$ cat config.mk
export PLATFORM = sky130hd
export DESIGN_NAME = operate_instruction_exec_unit
export DESIGN_NICKNAME = d
export VERILOG_FILES = /design/src/hdl/oie_pkg.sv /design/src/hdl/oie_exec.sv /design/src/hdl/operate_instruction_exec_unit.sv
export SDC_FILE = /design/constraint.sdc
export NUM_CORES = 1
export LEC_CHECK = 0
export BUFFER_PORTS_ARGS = -buffer_cell sky130_fd_sc_hd__buf_2
export CAP_MARGIN = 20
export CELL_PAD_IN_SITES_DETAIL_PLACEMENT = 1
export CELL_PAD_IN_SITES_GLOBAL_PLACEMENT = 1
export CORE_ASPECT_RATIO = 0.9
export CORE_MARGIN = 4
export CORE_UTILIZATION = 45
export DETAILED_ROUTE_END_ITERATION = 7
export PLACE_DENSITY = 0.77
export RECOVER_POWER = 100
export SYNTH_ARGS = -nofsm -noshare
export SYNTH_HDL_FRONTEND = slang
export SYNTH_SLANG_ARGS = --single-unit
$ cat constraint.sdc
create_clock -name clk -period 5.58 [get_ports clk]
set_input_delay 0.279 -clock clk [delete_from_list [all_inputs] [get_ports clk]]
set_output_delay 0.279 -clock clk [all_outputs]
set_load 0.005 [all_outputs]
$ cat src/hdl/oie_pkg.sv
// Shared types and constants for the operate-instruction execution unit.
// No dependencies; imported by oie_exec and operate_instruction_exec_unit.
`default_nettype none

package oie_pkg;

  localparam int unsigned DataW   = 18;
  localparam int unsigned AccW    = DataW + 1;
  localparam int unsigned OpW     = 15;
  localparam int unsigned IrqNumW = 6;

  localparam int unsigned InTdataW  = 24;
  localparam int unsigned OutTdataW = 80;

  localparam logic [IrqNumW-1:0] IrqNumReset = '0;

  // Field select of group 0, bits 3..1
  typedef enum logic [2:0] {
    G0_NOP  = 3'd0,
    G0_SWAP = 3'd1,
    G0_RL1  = 3'd2,
    G0_RL2  = 3'd3,
    G0_RR1  = 3'd4,
    G0_RR2  = 3'd5,
    G0_TOXA = 3'd6,
    G0_TOXB = 3'd7
  } g0_sel_t;

  // Architectural state visible to the execute stage
  typedef struct packed {
    logic [AccW-1:0]  acc;
    logic [DataW-1:0] pc;
    logic [DataW-1:0] xa;
    logic [DataW-1:0] xb;
    logic [DataW-1:0] stop;
    logic             ie;
    logic             run;
  } oie_state_t;

  // Instruction beat as held in the input register
  typedef struct packed {
    logic [OpW-1:0] op;
    logic           no_l1;
    logic           above1;
  } oie_instr_t;

endpackage : oie_pkg

`default_nettype wire

$ cat src/hdl/oie_exec.sv
// Single-pass execute logic for one operate instruction.
// Depends on oie_pkg; instantiated by operate_instruction_exec_unit.
`default_nettype none

module oie_exec (
  input  oie_pkg::oie_instr_t instr,
  input  oie_pkg::oie_state_t cur,
  output oie_pkg::oie_state_t nxt,
  output logic                irq_req
);
  import oie_pkg::*;

  logic [OpW-1:0]   op;
  logic [AccW-1:0]  a0;
  logic [AccW-1:0]  g0_acc;
  logic [DataW-1:0] g0_xa;
  logic [DataW-1:0] g0_xb;
  logic             g1_cond;
  logic             g3_cond;
  logic             g3_ie;
  logic             halt_ok_g1;
  logic             halt_ok_g3;
  logic             skip;
  g0_sel_t          sel;

  assign op  = instr.op;
  assign sel = g0_sel_t'(op[3:1]);

  // Group 0: clear, complement, then one shift/swap/move. Increment needs bit 0,
  // which selects group 3, so it never applies here.
  always_comb begin
    a0 = cur.acc;
    if (op[7]) a0[DataW-1:0] = '0;
    if (op[6]) a0[DataW]     = 1'b0;
    if (op[5]) a0[DataW-1:0] = ~a0[DataW-1:0];
    if (op[4]) a0[DataW]     = ~a0[DataW];
    g0_acc = a0;
    g0_xa  = cur.xa;
    g0_xb  = cur.xb;
    unique case (sel)
      G0_SWAP: g0_acc = {a0[18], a0[8:0], a0[17:9]};
      G0_RL1:  g0_acc = {a0[17:0], a0[18]};
      G0_RL2:  g0_acc = {a0[16:0], a0[18:17]};
      G0_RR1:  g0_acc = {a0[0], a0[18:1]};
      G0_RR2:  g0_acc = {a0[1:0], a0[18:2]};
      G0_TOXA: g0_xa  = a0[DataW-1:0];
      G0_TOXB: g0_xb  = a0[DataW-1:0];
      G0_NOP:  g0_acc = a0;
      default: g0_acc = a0;
    endcase
  end

  // Group 1 skip tests look at the accumulator before this instruction
  assign g1_cond = ((op[6] && cur.acc[17]) ||
                    (op[5] && (cur.acc[DataW-1:0] == '0)) ||
                    (op[4] && !cur.acc[DataW])) ^ op[3];
  assign halt_ok_g1 = instr.above1 || !cur.ie;

  // Group 3: the interrupt-enable update comes before halt and skip tests
  assign g3_ie      = (op[7] ? 1'b0 : cur.ie) ^ op[5];
  assign halt_ok_g3 = instr.above1 || !g3_ie;
  assign g3_cond    = ((op[4] && g3_ie) || (op[6] && instr.no_l1)) ^ op[8];

  always_comb begin
    nxt     = cur;
    irq_req = 1'b0;
    skip    = 1'b0;
    priority if (op[0]) begin
      nxt.ie = g3_ie;
      if (op[2]) nxt.stop = cur.acc[DataW-1:0];
      irq_req = op[3];
      if (op[1] && halt_ok_g3) nxt.run = 1'b0;
      skip = g3_cond;
    end else if (op[8]) begin
      skip = g1_cond;
      if (op[7]) nxt.acc[DataW-1:0] = '0;
      if (op[1] && halt_ok_g1) nxt.run = 1'b0;
      if (op[2]) nxt.acc[DataW-1:0] = nxt.acc[DataW-1:0] | cur.stop;
    end else begin
      nxt.acc = g0_acc;
      nxt.xa  = g0_xa;
      nxt.xb  = g0_xb;
    end
    nxt.pc = cur.pc + (skip ? DataW'(2) : DataW'(1));
  end

endmodule : oie_exec

`default_nettype wire

$ cat src/hdl/operate_instruction_exec_unit.sv
// Top level of the operate-instruction execution unit: input register,
// architectural state, result register. Depends on oie_pkg and oie_exec.
//
// Usage:
//   in_*   : one beat per operate instruction (low 15 opcode bits plus two
//            interrupt status flags). Accepted when in_tvalid && in_tready.
//   out_*  : one beat per instruction with the full register image after it
//            executes (accumulator with link, PC, both index registers,
//            interrupt enable, halted, host interrupt request pulse).
//   cfg_*  : write of the host interrupt line number; always ready.
// An input beat is held in the input register, then executes into the result
// register. Throughput is one instruction per cycle while out_tready is high;
// the execute stage and its state update are a single combinational pass per
// cycle, so each beat sees the state left by the one before it.
// When out_tready is low the result register holds; the input register
// then fills and in_tready drops until the result is taken.
// Reset clears the architectural state, loads IRQ_NUM_RESET into the line number,
// leaves the processor running, and empties both stages.
`default_nettype none

module operate_instruction_exec_unit #(
  parameter int unsigned IRQ_NUM_RESET = oie_pkg::IrqNumReset
) (
  input  wire logic                           clk,
  input  wire logic                           rst_n,
  // [14:0] op_bits, [15] no_level1_pending, [16] lowest_pending_above1
  input  wire logic [oie_pkg::InTdataW-1:0]   in_tdata,
  input  wire logic                           in_tvalid,
  output logic                                in_tready,
  // [18:0] acc_out, [36:19] pc_out, [54:37] index_a_out, [72:55] index_b_out,
  // [73] int_enable_out, [74] halted, [75] irq_request
  output logic [oie_pkg::OutTdataW-1:0]       out_tdata,
  output logic                                out_tvalid,
  input  wire logic                           out_tready,
  input  wire logic [oie_pkg::IrqNumW-1:0]    cfg_data,
  input  wire logic                           cfg_valid,
  output logic                                cfg_ready
);
  import oie_pkg::*;

  oie_instr_t         instr_r;
  logic               s1_valid_r;
  oie_state_t         st_r;
  oie_state_t         st_nxt;
  logic               irq_nxt;
  logic               out_valid_r;
  logic [OutTdataW-1:0] out_data_r;
  logic [OutTdataW-1:0] out_data_nxt;
  logic [IrqNumW-1:0] irq_num_r;
  logic               fire;

  // Execute when the result register is free or drains this cycle
  assign fire      = s1_valid_r && (!out_valid_r || out_tready);
  assign in_tready = !s1_valid_r || fire;
  assign cfg_ready = 1'b1;

  oie_exec u_exec (
    .instr   (instr_r),
    .cur     (st_r),
    .nxt     (st_nxt),
    .irq_req (irq_nxt)
  );

  assign out_data_nxt = {{(OutTdataW - 76){1'b0}}, irq_nxt, !st_nxt.run, st_nxt.ie,
                         st_nxt.xb, st_nxt.xa, st_nxt.pc, st_nxt.acc};

  always_ff @(posedge clk) begin
    if (!rst_n) begin
      s1_valid_r  <= 1'b0;
      out_valid_r <= 1'b0;
      st_r        <= '{acc: '0, pc: '0, xa: '0, xb: '0, stop: '0, ie: 1'b0, run: 1'b1};
      irq_num_r   <= IrqNumW'(IRQ_NUM_RESET);
    end else begin
      if (in_tready) begin
        s1_valid_r <= in_tvalid;
      end
      if (fire) begin
        st_r        <= st_nxt;
        out_valid_r <= 1'b1;
      end else if (out_tready) begin
        out_valid_r <= 1'b0;
      end
      if (cfg_valid) begin
        irq_num_r <= cfg_data;
      end
    end
  end

  // Payload registers
  always_ff @(posedge clk) begin
    if (in_tready && in_tvalid) begin
      instr_r <= '{op: in_tdata[OpW-1:0], no_l1: in_tdata[OpW], above1: in_tdata[OpW+1]};
    end
    if (fire) begin
      out_data_r <= out_data_nxt;
    end
  end

  assign out_tdata  = out_data_r;
  assign out_tvalid = out_valid_r;

  // Once halted, the run flag stays clear until reset
  a_halt_sticky: assert property (@(posedge clk) disable iff (!rst_n)
    !st_r.run |=> !st_r.run)
    else $error("run flag set again without reset");

  // Each executed instruction advances the PC by one or two
  a_pc_step: assert property (@(posedge clk) disable iff (!rst_n)
    fire |=> (st_r.pc == $past(st_r.pc) + DataW'(1)) ||
             (st_r.pc == $past(st_r.pc) + DataW'(2)))
    else $error("PC step out of range");

  // State only moves when an instruction executes
  a_state_hold: assert property (@(posedge clk) disable iff (!rst_n)
    !fire |=> $stable(st_r))
    else $error("state changed without an instruction");

  // Interrupt request only from group 3 with its request bit
  a_irq_src: assert property (@(posedge clk) disable iff (!rst_n)
    fire && irq_nxt |-> instr_r.op[0] && instr_r.op[3])
    else $error("spurious interrupt request");

  // Interrupt line number follows the last write
  a_cfg_write: assert property (@(posedge clk) disable iff (!rst_n)
    cfg_valid && cfg_ready |=> irq_num_r == $past(cfg_data))
    else $error("interrupt line number not written");

endmodule : operate_instruction_exec_unit

`default_nettype wire
Yosys cells after proc, flatten, opt, wreduce, memory -nomap -nowiden:

Cells that the tools add are included.

* eq/ne operators: 7
* muxes and demuxes: 26
* $mul: 0
* div/mod/pow operators: 0
* $add $sub $neg: 1
* bitwise logic cells: 6
* magnitude comparators: 0
* shift-type cells: 0
* reduce and logical (&&, ||, !) cells: 25

Operator list (count)
* 2-to-1 mux 18 bit: 8
* one-hot mux 19 bit (5 select lines): 1
* 2-to-1 mux 36 bit: 2
* 2-to-1 mux 19 bit: 1
* adder 18 bit: 1
* zero test 18 bit: 1
* NOT 18 bit: 1
* bitwise OR 18 bit: 1
* 2-to-1 mux 1 bit: 13
* == test 3 bit, second input constant: 4
* logical AND 1 bit: 9
* logical OR 1 bit: 7
* == test 3 x 2 -> 1 bit, second input constant: 2
* zero test 1 bit: 6
* == test 3 x 1 -> 1 bit, second input constant: 1
* AND reduction 3 bit: 1
* XOR 1 bit: 3
* 2-to-1 mux 2 bit: 1
* nonzero test 2 bit: 1
* NOT 1 bit: 1

* word-level logic and storage cells: 79
* latch bits: 0
* memory bits (writable): 0
* flip-flop bits (word level): 182
* bits in read-only memories: 0
* memories kept: 0

Logic depth before layout (Yosys ltp):

Gate-level depths: netlist of run 1.

* word-level depth: 9
* gate-level depth with buffers: 15
* mapped depth without buffers: 14

Hierarchy:

Synthesis of run 1 repeated with hierarchy kept, for this count alone.

* cells, all modules: 1088
* area total of the unflattened synthesis: 10204.8 um^2

By module, submodules not included
* operate_instruction_exec_unit: area each 6663.9 um^2, cells each 513, times used 1
* oie_exec: area each 3540.9 um^2, cells each 575, times used 1

Worst setup path after synthesis of run 1:

No wires, ideal clock.

* path type: register to register
* start point: register out_valid_r (netlist: out_tvalid)
* end point: register st_r[83] (netlist name)
* setup time: 0.088 ns
* buffers on the path: 2
* clock period less this slack: 3.962 ns
* arrival: 3.873 ns
* setup slack: 1.618 ns
* stages on the path, launching flop included: 8
* cells stage by stage: dfxtp_1 > nor2b_1 > nand2b_1 > buf_2 > inv_2 > clkbuf_1 > nand3_1 > o21ai_0

* longest elaborated chain between the ends: 3

RTL lines
* start: declaration: RTL line operate_instruction_exec_unit.sv:46 `logic out_valid_r;`
* start signal: assignment: RTL line operate_instruction_exec_unit.sv:70 `out_valid_r <= 1'b0;`
* start signal: assignment: RTL line operate_instruction_exec_unit.sv:79 `out_valid_r <= 1'b1;`
* start signal: assignment: RTL line operate_instruction_exec_unit.sv:81 `out_valid_r <= 1'b0;`
* zero test 1 bit: RTL line operate_instruction_exec_unit.sv:53 `assign fire = s1_valid_r && (!out_valid_r || out_tready);`
* logical OR 1 bit: RTL line operate_instruction_exec_unit.sv:53
* logical AND 1 bit: RTL line operate_instruction_exec_unit.sv:53
* net fire: RTL line operate_instruction_exec_unit.sv:50 `logic fire;`
* end signal: assignment: RTL line operate_instruction_exec_unit.sv:71 `st_r <= '{acc: '0, pc: '0, xa: '0, xb: '0, stop: '0, ie: 1'b0, run: 1'b1};`
* end signal: assignment: RTL line operate_instruction_exec_unit.sv:78 `st_r <= st_nxt;`
* end: declaration: RTL line operate_instruction_exec_unit.sv:43 `oie_state_t st_r;`

The timed path passes the listed nets, and every way through them passes these cells.
A chain may end at the register's enable or synchronous reset.

Final worst setup path of run 1:

* start point: register out_valid_r (netlist: out_tvalid)
* end point: register st_r[16] (netlist name)

* longest elaborated chain between the ends: 4

RTL lines (RTL line)
* zero test 1 bit: operate_instruction_exec_unit.sv:53
* logical OR 1 bit: operate_instruction_exec_unit.sv:53
* logical AND 1 bit: operate_instruction_exec_unit.sv:53
* AND reduction 3 bit (no line)

No other way between the ends.

==> results of run 1 <==
==> what timing repair did <==
item / CTS / global route
endpoints found under the setup margin: 0 / 0
hold buffers: 3 / 0
endpoints found under the hold margin: 3 / 0
==> cell type report <==
type / instances / area [sq um] / area share
clock buffer: 19 / 432.9 / 0.04412
clock inverter: 13 / 145.1 / 0.01479
inverter: 8 / 31.28 / 0.003188
multi-input combinational: 624 / 3825 / 0.3898
sequential: 182 / 4514 / 0.4600
tap: 250 / 312.8 / 0.03188
timing repair buffer: 113 / 551.8 / 0.05623
==> placed cells by master, fill, tap and decap left out, drive strengths merged, types with 7 or more instances in the layout <==
master,instances
a21boi,25
a21oi,23
a22o,14
and2,15
and3,12
buf,67
clkbuf,62
dfxtp,95
edfxtp,87
inv,14
mux2,10
nand2,147
nand2b,23
nand3,17
nor2,57
nor3,14
o211a,37
o21ai,72
o22ai,32
or3,7
xnor2,16
xor2,38
==> flip-flops by register name (all words and copies together), names as in the netlist <==
register,cells
out_tvalid,1
s1_valid_r,1
st_r,93
instr_r,11
out_tdata,76
==> worst min path at each step <==
stage | to | slack, ns | depth (start not counted)
after global placement | st_r[17] | 0.44 | 2
after CTS | instr_r[5] | 0.0003 | 1
after floorplan | instr_r[0] | 0.38 | 0
after detailed placement | st_r[14] | 0.45 | 2
final | instr_r[5] | 0.02 | 1
after global routing | instr_r[5] | 0.0002 | 1
==> layer usage <==
metal  GRT usage  up-vias  share of wire
li1            -     3264              -
met1      0.3075     3469           0.46
met2      0.3633      197           0.47
met3     0.03769       26          0.050
met4     0.06134        0          0.013
met5           0        -              0
==> cell families (layout without fill, tap and decap cells) <==
group,count (synthesis),after routing,share of synthesized area
other,2,5,0.0008598
XOR/XNOR,54,54,0.06231
multiplexers,15,15,0.01862
adder cells (fa/ha/maj),3,3,0.005156
buffers and inverters,78,153,0.04183
AND/OR/NAND/NOR,310,310,0.1653
flip-flops,182,182,0.5168
AO/OA/AOI/OAI,237,237,0.1891
==> power groups by stage <==
| stage | clock [mW] | sequential (mW) | combinational, mW |
|---|---|---|---|
| global route | 1.27 | 1.48 | 0.309 |
| finish | 1.19 | 1.48 | 0.281 |
| global placement | 0 | 1.50 | 0.276 |
| CTS | 1.21 | 1.47 | 0.285 |
| detailed placement | 0 | 1.50 | 0.280 |
| floorplan | 0 | 1.50 | 0.190 |
==> results.cfg, run 1 <==
[route]
wirelength_um = 23790
drtPass1Iterations = 6
avgViaCountPerCell = 5.754
wl_per_cell_um = 19.68
drt-initial-drc-count = 489
drc = 0
vias = 6956
ant_nets = 0

[synthesis]
syn-instance-count = 881
synthTopCellsByArea = edfxtp_1, dfxtp_1, nand2_1, o211a_1, xor2_1
yosysTopAreaCell = edfxtp_1
synth_ff_type = dfxtp_1
yosys_warnings = 0
avgSynthCellArea_sq_um = 9.914
async_flop_share = 0
yosysUniqueCellTypes = 67
synth_seq_cells = 182
synth_edf_count = 87
synth_common_cells = nand2_1, dfxtp_1, edfxtp_1
synth.most_common_cell = nand2_1
syn_area_sq_um = 8735
seq_area_frac_synth = 0.5168
yosysTopAreaCellShare = 0.2991

[global_route]
grt_max_degree = 75
grt_antenna_before_repair = 0
grt_pass1_wl_um = 38270
grt-ovfl-total = 0
grt_pass1_vias = 7025
grt_use_total = 0.2224

[floorplanning]
core_area_sq_um = 19100
dieArea_sq_um = 21710
dieHeight_um = 140.2
pin_count = 118
rows = 48
die_w_um = 154.9
initial_core_util = 0.4574

[setup_path]
cp_max_fo = 40
crit_path_start = out_tvalid
crit_path_start_kind = register
crit_required_ns = 5.89
cp_num_cells = 8
cpMostUsedCell = clkbuf_1
cp-end-kind = register
endpoint = st_r[16]
crit_slowest_cell = clkbuf_1
arrival_ns = 4.73
r2r_slack_ns = 1.16
crit_chain = nor2b_1 -> nand2b_1 -> clkbuf_1 -> clkinv_2 -> clkbuf_1 -> nand3_1 -> nand2_1 -> a21boi_0
cpPeakStageDelay_ns = 1.56
r2r-start = out_tvalid
critPathTopFamily = buffers and inverters
crit_buf_inv = 3
crit_type = register to register
r2r_end = st_r[16]
reg2reg_depth = 8

[timing]
setup_slack_ns = 1.165
timing.fmax_mhz = 226.5
slew_viol_final = 206
max_slew.worst_pin.slew_ns = 3.181
tns_ns = 0
final_min_period_over_clock_period = 0.7913
finClkSkew_ns = 0.01152
setup_viol = 0
rsz0062_at_grt = no
finalHoldViolCount = 0
worst_hold_slack_ns = 0.01568
fin_crit_ns = 4.415
max-slew-margin-rel = -1.121

[power_and_ir_drop]
swShare = 0.2619
seq_power_share = 0.501
netSwitchingPower_uw = 772.0
p_clk_frac = 0.404
power_mw = 2.948
p_int_mw = 2.176
ir_drop_uv = 216.1
powerDensity_nw_per_um2 = 300.4
comb_power_share = 0.095
p_leak_nw = 3.913

[finish]
nNetsFinal = 984
drive_gt1_frac = 0.1283
fin_cells = 1209
antenna_cells = 0
fill_cells = 2188
stdcell_area_sq_um = 9813
final_util = 0.5138
syn2layout_area_growth_pct = 12.35

[worst_hold_path]
min_from = in_tdata[3]
min_path_type = input pin to register

[run]
cap_violations = 4

[cts]
cts.sinks = 182
cts_buffers = 17
clk-insertion-delay-late_ns = 0.44
cts_buffer_depth = 2
cts.reportedPaths.clkPinSlew_ns = 0.07
htreeDepth = 4
cts_setup_buffers = 0
cts_tree = built
cts-root-buf = clkbuf_16
cts_resized = 0

[place]
place_congestion = 0.8528
place_hpwl_um = 15560
dp_cells = 1168
place_ws_ns = 1.615
portBuffers = 92
postPlaceCellArea_sq_um = 9275

[run_status]
violations = capacitance limit, slew limit
status = complete, but fails checks
Power figures use the tool's default switching activity.
==> inputs of run 2 (changes only) <==
--- a/config.mk
+++ b/config.mk
@@ -11,9 +11,9 @@
 export CELL_PAD_IN_SITES_GLOBAL_PLACEMENT = 1
 export CORE_ASPECT_RATIO = 0.9
 export CORE_MARGIN = 4
-export CORE_UTILIZATION = 45
+export CORE_UTILIZATION = 41
 export DETAILED_ROUTE_END_ITERATION = 7
-export PLACE_DENSITY = 0.77
+export PLACE_DENSITY = 0.74
 export RECOVER_POWER = 100
 export SYNTH_ARGS = -nofsm -noshare
 export SYNTH_HDL_FRONTEND = slang
==> constraint.sdc (replaced) <==
create_clock -name clk -period 4 [get_ports clk]
set_input_delay 0.2 -clock clk [delete_from_list [all_inputs] [get_ports clk]]
set_output_delay 0.2 -clock clk [all_outputs]
set_load 0.005 [all_outputs]
==> results.cfg, run 2 (synthesis results as in run 1) <==
[route]
drtPass1Iterations = 5
drt-met1-wl_um = 11430
wl_per_cell_um = 19.55
top_layer = met4
avgViaCountPerCell = 5.525
drc = 0
wirelength_um = 24740
wl_met3_um = 1191
drt-initial-drc-count = 524
ant_nets = 0
met2_wirelength_um = 11640
vias = 6995

[timing]
max-slew-margin-rel = -0.3013
fin_crit_ns = 3.687
slew_viol_final = 37
final_min_period_over_clock_period = 0.9217
setup_viol = 0
finClkSkew_ns = 0.01217
finalHoldViolCount = 0
tns_ns = 0
max_slew.worst_pin.slew_ns = 1.952
rsz0062_at_grt = no
timing.fmax_mhz = 271.2

[cts]
cts-root-buf = clkbuf_16
cts.reportedPaths.clkPinSlew_ns = 0.08
cts_resized = 0
cts_buffers = 17
clk-insertion-delay-late_ns = 0.45
cts.sinks = 182
cts_tree = built
cts_buffer_depth = 2
htreeDepth = 4

[setup_path]
crit_chain = nor4b_1 -> nand4_1 -> o41ai_2 -> xnor2_1 -> o21a_1 -> ha_1 -> inv_1 -> fa_1 -> nor2_2 -> nand3_1 -> or3_4 -> or3_1 -> a21boi_1
crit_slowest_cell = fa_1
crit_path_start_kind = register
crit_type = register to register
cp_max_fo = 5
cp-end-kind = register
arrival_ns = 4.07
crit_required_ns = 4.38
r2r_slack_ns = 0.31
cpPeakStageDelay_ns = 0.45

[run_status]
violations = capacitance limit, slew limit
status = complete, but fails checks

[global_route]
grt_pass1_wl_um = 39420
grt_max_degree = 63
grt_pass1_vias = 7011
grt_use_total = 0.2106
grt-ovfl-total = 0
grt_antenna_before_repair = 0

[place]
portBuffers = 92
place_congestion = 0.8761
place_hpwl_um = 15790

[floorplanning]
dieArea_sq_um = 23710
core_area_sq_um = 20900
rows = 50
pin_count = 118
dieHeight_um = 146.5
die_w_um = 161.9
initial_core_util = 0.4180

[power_and_ir_drop]
power_mw = 4.180
p_leak_nw = 3.981
ir_drop_uv = 270.1
powerDensity_nw_per_um2 = 416.7

[worst_hold_path]
min_path_type = input pin to register

[finish]
largest_register_ff_count = 93
antenna_cells = 0
final_cell_mix = nand2_1, dfxtp_1, edfxtp_1, nor2_1, o21ai_0
layout_commonest_cell = nand2_1
largest-register = st_r
syn2layout_area_growth_pct = 14.84
nNetsFinal = 1006
drive_gt1_frac = 0.1276

[run]
cap_violations = 1
-- run 2: cell count changes in the layout (fill, tap and decap cells not counted), sizes merged --
cell | previous run | this run
clkbuf | 62 | 75
dlygate4sd3 | 3 | 12
buf | 67 | 65
clkinv | 5 | 3
clkinvlp | 1 | 3
inv | 14 | 15
-- run 2: per-stage QoR --
step                cells    util  hold slack (ns)  setup slack, ns  instance area, sq um
detailed placement   1222  0.4525           0.3795           0.4092                  9455
finish               1266  0.4801          0.09948           0.3132                 10030
floorplan             884       -           0.2989          0.03850                  8746
CTS                  1265  0.4863          0.08532           0.3354                 10160
global placement     1222  0.4525           0.3788           0.5054                  9455
global route         1266  0.4801           0.1089          0.03510                 10030
-- run 2: what timing repair did --
item | in CTS | in global routing
endpoints found under the hold margin | 12 | 0
setup buffers | 0 | 0
hold buffers | 12 | 0
-- run 2: cell type report --
cell class                      count  area (sq um)
Clock buffer                       17         425.4
Multi-Input combinational cell    624          3801
Clock inverter                     14         160.2
Tap cell                          286         357.8
Fill cell                        2451         10860
Inverter                            8         31.28
Timing Repair Buffer              135         740.7
Sequential cell                   182          4514
-- run 2: where the power goes --
group | switching, mW | internal, mW
logic | 0.271 | 0.145
clock network | 0.823 | 0.889
registers | 0.0373 | 2.02
-- run 2: path summary, 6_finish.rpt --
path              startpoint          to  cells after the start
setup / recovery  instr_r[7]    st_r[68]                     13
hold / removal    out_tready  out_tvalid                      3
setup reg to reg  instr_r[7]    st_r[68]                     13
hold reg to reg      st_r[6]     st_r[6]                      2
-- run 2: worst max-delay path, delay by kind of cell (launching register included) --
family | cells | cell delay [ns]
simple gates | 6 | 1.64
compound gates | 3 | 0.65
fa+ha+maj | 2 | 0.64
flops | 1 | 0.43
xor+xnor | 1 | 0.19
buf+inv | 1 | 0.06
-- run 2: metal layers --
layer | track usage | vias to the layer above
met5 | 0 | -
met4 | 0.07315 | 0
met3 | 0.04459 | 33
met2 | 0.3303 | 189
met1 | 0.2903 | 3467
li1 | - | 3306
